## src/rtl/pcza_pkg.sv

```systemverilog
// Package for the z-axis point alignment block: shared types and constants.
package pcza_pkg;

	localparam int TRIG_FRAC = 30;
	localparam int TRIG_W    = 32;

	// Commands from the controller to the datapath
	typedef enum logic [2:0] {
		CMD_IDLE,
		CMD_LOAD,
		CMD_ROOT,
		CMD_DIV,
		CMD_MUL,
		CMD_FINISH
	} cmd_op_t;

	typedef struct packed {
		cmd_op_t op;
		logic    sel;   // which divide or which multiply pair
	} ctrl_t;

	typedef struct packed {
		logic step_done;
		logic degen;
	} stat_t;

endpackage

```

## src/rtl/pcza_ctrl.sv

```systemverilog
// Controller: sequences load, root, divides, multiplies and the output register.
module pcza_ctrl (
	input  logic            clk,
	input  logic            arst_n,
	input  logic            in_valid,
	output logic            in_ready,
	input  logic            in_mode,
	output logic            out_valid,
	input  logic            out_ready,
	output logic            out_load,
	output pcza_pkg::ctrl_t ctrl,
	input  pcza_pkg::stat_t stat
);
	typedef enum logic [2:0] {S_IDLE, S_ROOT, S_DIVC, S_DIVS, S_MULX, S_MULY, S_FIN, S_OUT}
		state_t;
	state_t state_q;

	assign in_ready = (state_q == S_IDLE) && !out_valid;
	assign out_load = (state_q == S_OUT) && !out_valid;

	always_comb begin
		ctrl.sel = 1'b0;
		unique case (state_q)
			S_IDLE: ctrl.op = (in_valid && in_ready) ? pcza_pkg::CMD_LOAD : pcza_pkg::CMD_IDLE;
			S_ROOT: ctrl.op = pcza_pkg::CMD_ROOT;
			S_DIVC: ctrl.op = pcza_pkg::CMD_DIV;
			S_DIVS: begin ctrl.op = pcza_pkg::CMD_DIV; ctrl.sel = 1'b1; end
			S_MULX: ctrl.op = pcza_pkg::CMD_MUL;
			S_MULY: begin ctrl.op = pcza_pkg::CMD_MUL; ctrl.sel = 1'b1; end
			S_FIN:  ctrl.op = pcza_pkg::CMD_FINISH;
			default: ctrl.op = pcza_pkg::CMD_IDLE;
		endcase
	end

	always_ff @(posedge clk or negedge arst_n) begin
		if (!arst_n) begin
			state_q <= S_IDLE;
			out_valid <= 1'b0;
		end else begin
			if (out_valid && out_ready) out_valid <= 1'b0;
			unique case (state_q)
				S_IDLE: if (in_valid && in_ready) begin
					state_q <= in_mode ? S_MULX : S_ROOT;
				end
				S_ROOT: if (stat.step_done) state_q <= S_DIVC;
				S_DIVC: if (stat.step_done) state_q <= stat.degen ? S_FIN : S_DIVS;
				S_DIVS: if (stat.step_done) state_q <= S_FIN;
				S_MULX: if (stat.step_done) state_q <= S_MULY;
				S_MULY: if (stat.step_done) state_q <= S_FIN;
				S_FIN:  if (stat.step_done) state_q <= S_OUT;
				S_OUT: if (!out_valid) begin
					out_valid <= 1'b1;
					state_q <= S_IDLE;
				end
				default: state_q <= S_IDLE;
			endcase
		end
	end
endmodule

```

## config.mk

```make
export PLATFORM = sky130hd
export DESIGN_NAME = pcza_ctrl
export DESIGN_NICKNAME = d
export VERILOG_FILES = /design/src/rtl/pcza_pkg.sv /design/src/rtl/pcza_ctrl.sv
export SDC_FILE = /design/constraint.sdc
export NUM_CORES = 1
export LEC_CHECK = 0
export BUFFER_PORTS_ARGS = -buffer_cell sky130_fd_sc_hd__buf_2
export CORE_AREA = 8 8 45 47
export CTS_BUF_LIST = sky130_fd_sc_hd__clkbuf_2 sky130_fd_sc_hd__clkbuf_4 sky130_fd_sc_hd__clkbuf_8
export CTS_CLUSTER_SIZE = 24
export DETAILED_ROUTE_END_ITERATION = 6
export DIE_AREA = 0 0 53 55
export HOLD_SLACK_MARGIN = 0.12
export PLACE_DENSITY_LB_ADDON = 0.25
export SETUP_SLACK_MARGIN = 0.15
export SLEW_MARGIN = 30
export SYNTH_ARGS = -nofsm -noshare
export SYNTH_HDL_FRONTEND = slang
export SYNTH_SLANG_ARGS = --single-unit
```

## constraint.sdc

```tcl
create_clock -name clk -period 3.32 [get_ports clk]
set_input_delay 0.664 -clock clk [delete_from_list [all_inputs] [get_ports clk]]
set_output_delay 0.664 -clock clk [all_outputs]
set_load 0.05 [all_outputs]
```

# == Word level (Yosys, flattened, before mapping) ==
# Cells that the tools add are included.
# classes
n_eq_ne,14
n_reduce_logical,10
n_mux,16
# op_table
cell,n
$mux W3,9
$pmux W3 S7,1
$pmux W3 S5,1
$eq A3 B3 Y1 const B,4
$ne A2 B2 Y1 const B,5
$reduce_and A7 Y1,1
$eq A3 B2 Y1 const B,2
$reduce_or A2 Y1,3
$mux W1,5
$logic_and A1 B1 Y1,4
$ne A2 B1 Y1 const B,2
$eq A3 B1 Y1 const B,1
$logic_not A3 Y1,1
$logic_not A1 Y1,1
# word_totals
output_inout_bits,7
reg_bits,4

# == Longest topological paths before layout ==
# depth
ltp_word,5
ltp_mapped,5
ltp_nobuf,4

# == Least setup slack after synthesis ==
# Ideal clock, no wire load.
# synth_path
path_kind,register -> output
from,register state_q[2]
to,output port in_ready
slack_ns,0.563
arrival_time_ns,2.093
stages_incl_launch_ff,3
path_cell_list,dfrtp_1 buf_2 nor4_1
# synth_between
elab_chain_len,2
# synth_lines
element,line_no,rtl
"start, declared",pcza_ctrl.sv:16,state_t state_q;
"start signal, assigned",pcza_ctrl.sv:43,state_q <= in_mode ? S_MULX : S_ROOT;
"start signal, assigned",pcza_ctrl.sv:46,S_DIVC: if (stat.step_done) state_q <= stat.degen ? S_FIN : S_DIVS;
$logic_not A3 Y1,pcza_ctrl.sv:18,assign in_ready = (state_q == S_IDLE) && !out_valid;
$logic_and A1 B1 Y1,pcza_ctrl.sv:18,
"end, declared",pcza_ctrl.sv:6,"output logic in_ready,"
# No other way between the ends.

# == Worst setup path after layout ==
# layout_path
from,register state_q[1]
to,output port out_load
# layout_between
elab_chain_len,2
# layout_lines
element,line_no,rtl
$eq A3 B3 Y1,pcza_ctrl.sv:19,assign out_load = (state_q == S_OUT) && !out_valid;
$logic_and A1 B1 Y1,pcza_ctrl.sv:19,
"end, declared",pcza_ctrl.sv:10,"output logic out_load,"
# No other way between the ends.

==> qor.txt <==
Place WS: 1.41 ns
CTS clk-pin slew, worst paths: 0.04 ns
cells resized by post-CTS repair: 0
post-DR wirelength/cell: 12.0 um
Slew Viols, Final: 0
status: completed
vias: 331
clk root buf: clkbuf_4
Fin. Hold Viols: 0
Crit Path Category: flip-flop to output port
H-tree Lvls: 1
gr busiest metal: met2
RSZ-0062 raised after global routing: false
met3 Use GR: 0.0214
CP arrival: 1.47 ns
HPWL Detailed: 653 um
Worst Tran Pin Value: 0.513 ns
max_slew headroom: 0.658
die span in y: 55 um
Avg Inst Size Synth: 8.51 sq um
startpoint types: flip-flop
setup TNS: 0 ns
post-CTS setup buffers: 0
Post-synth top flop: dfrtp_1
met1 global-route usage: 0.0656
Register Area: 100 sq um
Die W: 53 um
DRC Markers: 0
hold_buf cts: 0
Setup WS post-layout: 1.19 ns
Clock Path Buffers: 2
Area contributors post-synth: dfrtp_1 (29%), buf_6 (6.6%), o21ai_0 (4.4%)
Net count, final: 62
drt pass-1 iters: 2
final worst-path cycle share: 0.642
wire length of the first global-routing pass: 1370 um
final setup fails: 0
DR vias/cell: 4.80
die area: 2920 sq um
Cell Area, Synth: 340 sq um
Num CTS Buffers: 3
max_cap viols: 0
top cells by count, synth: dfrtp_1 (4), nor2_1 (4), o21ai_0 (3), o21ai_1 (3)
post-synth cell types: 25
area leader, netlist: dfrtp_1
crit path max fanout: 14
CTS tree: done
DRT Wirelength: 831 um
Clock Skew: 0.00589 ns
Rows: 14
Post-synth ARST share: 1.00
Placer Congestion: 0.718
Initial Utilization: 0.246
post-synthesis cell count: 40
# diodes: 0
Achievable Freq: 469 MHz
Critical Path Sink Type: output port
vias in the first global route: 340
filler cell count: 156
Core Area: 1380 sq um
CP Data Required Time: 2.66 ns
antenna violations before repair: 0
sequential fraction of the synthesis area: 0.294
Sink Count: 4
Routed Antenna Nets: 0
met2 usage: 0.102
non-filler cells, final: 69
Synth top area share: 0.294
total track usage: 0.0646
Inst Count DP: 66
Synth-to-Final Area Change: 23.5%
Hold WC Path Type: primary input to asynchronous set/reset pin
EDFF count, synth: 0
reg2reg path depth: 4
largest net degree at the start of global routing: 15
fraction of layout cells with a size suffix above 1: 0.396
Top Ports: 14
Multi-input gate area: 201 sq um
worst skew pair latency: 0.23 ns
FF+latch count, synth: 4
GRT overflow: 0
Synth Warn #: 0
Period minus WS final: 2.13 ns
Initial DRC Count: 4
syn nets: 47
port bufs: 13
[flip-flops by register name, summed over array words and instances, names as in the netlist]
signal	cells
out_valid	1
state_q	3
[final timing paths]
kind,from,end,slack [ns]
max in group asynchronous,arst_n,state_q[2],2.98
worst min register to register,out_valid,out_valid,0.70
min in group clk,out_ready,out_valid,0.62
worst max register to register,state_q[1],state_q[0],1.96
worst max-delay path,state_q[1],out_load,1.19
worst min-delay path,arst_n,state_q[0],0.22
[routing by layer]
metal	up-vias	share of wire
met5	-	0
met4	0	0
met3	0	0.035
met2	6	0.50
met1	155	0.47
li1	170	-
[worst max-delay path, stage by stage (launching register included)]
cell and delay, ns:
dfrtp_1 0.65, nand4_1 0.21, inv_1 0.11, buf_2 0.26
[layout by cell type, fill, tap and decap left out]
cell type | Yosys | final
nor2_1 | 4 | 4
a211oi_2 | 1 | 1
nand4_1 | 1 | 1
a22oi_2 | 1 | 1
nand3_2 | 1 | 1
o21a_1 | 1 | 1
o221a_1 | 1 | 1
o21ai_0 | 3 | 3
nor2_4 | 1 | 1
clkbuf_4 | 0 | 3
a31oi_1 | 2 | 2
nor2b_1 | 1 | 1
a21oi_1 | 2 | 2
a21o_1 | 1 | 1
inv_2 | 1 | 1
inv_1 | 2 | 2
mux2i_1 | 1 | 1
dfrtp_1 | 4 | 4
o21ai_1 | 3 | 3
nor4_1 | 1 | 1
nand2_1 | 1 | 1
xnor2_1 | 1 | 1
nand2b_1 | 2 | 2
a21boi_1 | 1 | 1
buf_2 | 1 | 13
[kinds of logic after synthesis]
family | synth area share
AOI/OAI and AO/OA | 0.327
muxes | 0.0294
xor gates and xnor gates | 0.0257
and+or+nand+nor | 0.210
buffers and inverters | 0.114
DFF | 0.294
[layout make-up]
cell class / count / share of cell area
Timing Repair Buffer: 13 / 0.155
Clock buffer: 3 / 0.0536
Inverter: 3 / 0.0268
Multi-Input combinational cell: 30 / 0.479
Tap cell: 16 / 0.0476
Sequential cell: 4 / 0.238
[through the flow]
stage	cell area [sq um]	hold WS [ns]	utilization
global placement	398	0.473	0.288
detailed placement	398	0.470	0.288
global route	420	0.218	0.304
finish	420	0.224	0.304
CTS	420	0.215	0.304
floorplan	340	0.368	-
Power is left out: the tool's default activity adds up to more than one toggle a clock period on the data nets, which glitch-free logic cannot reach.
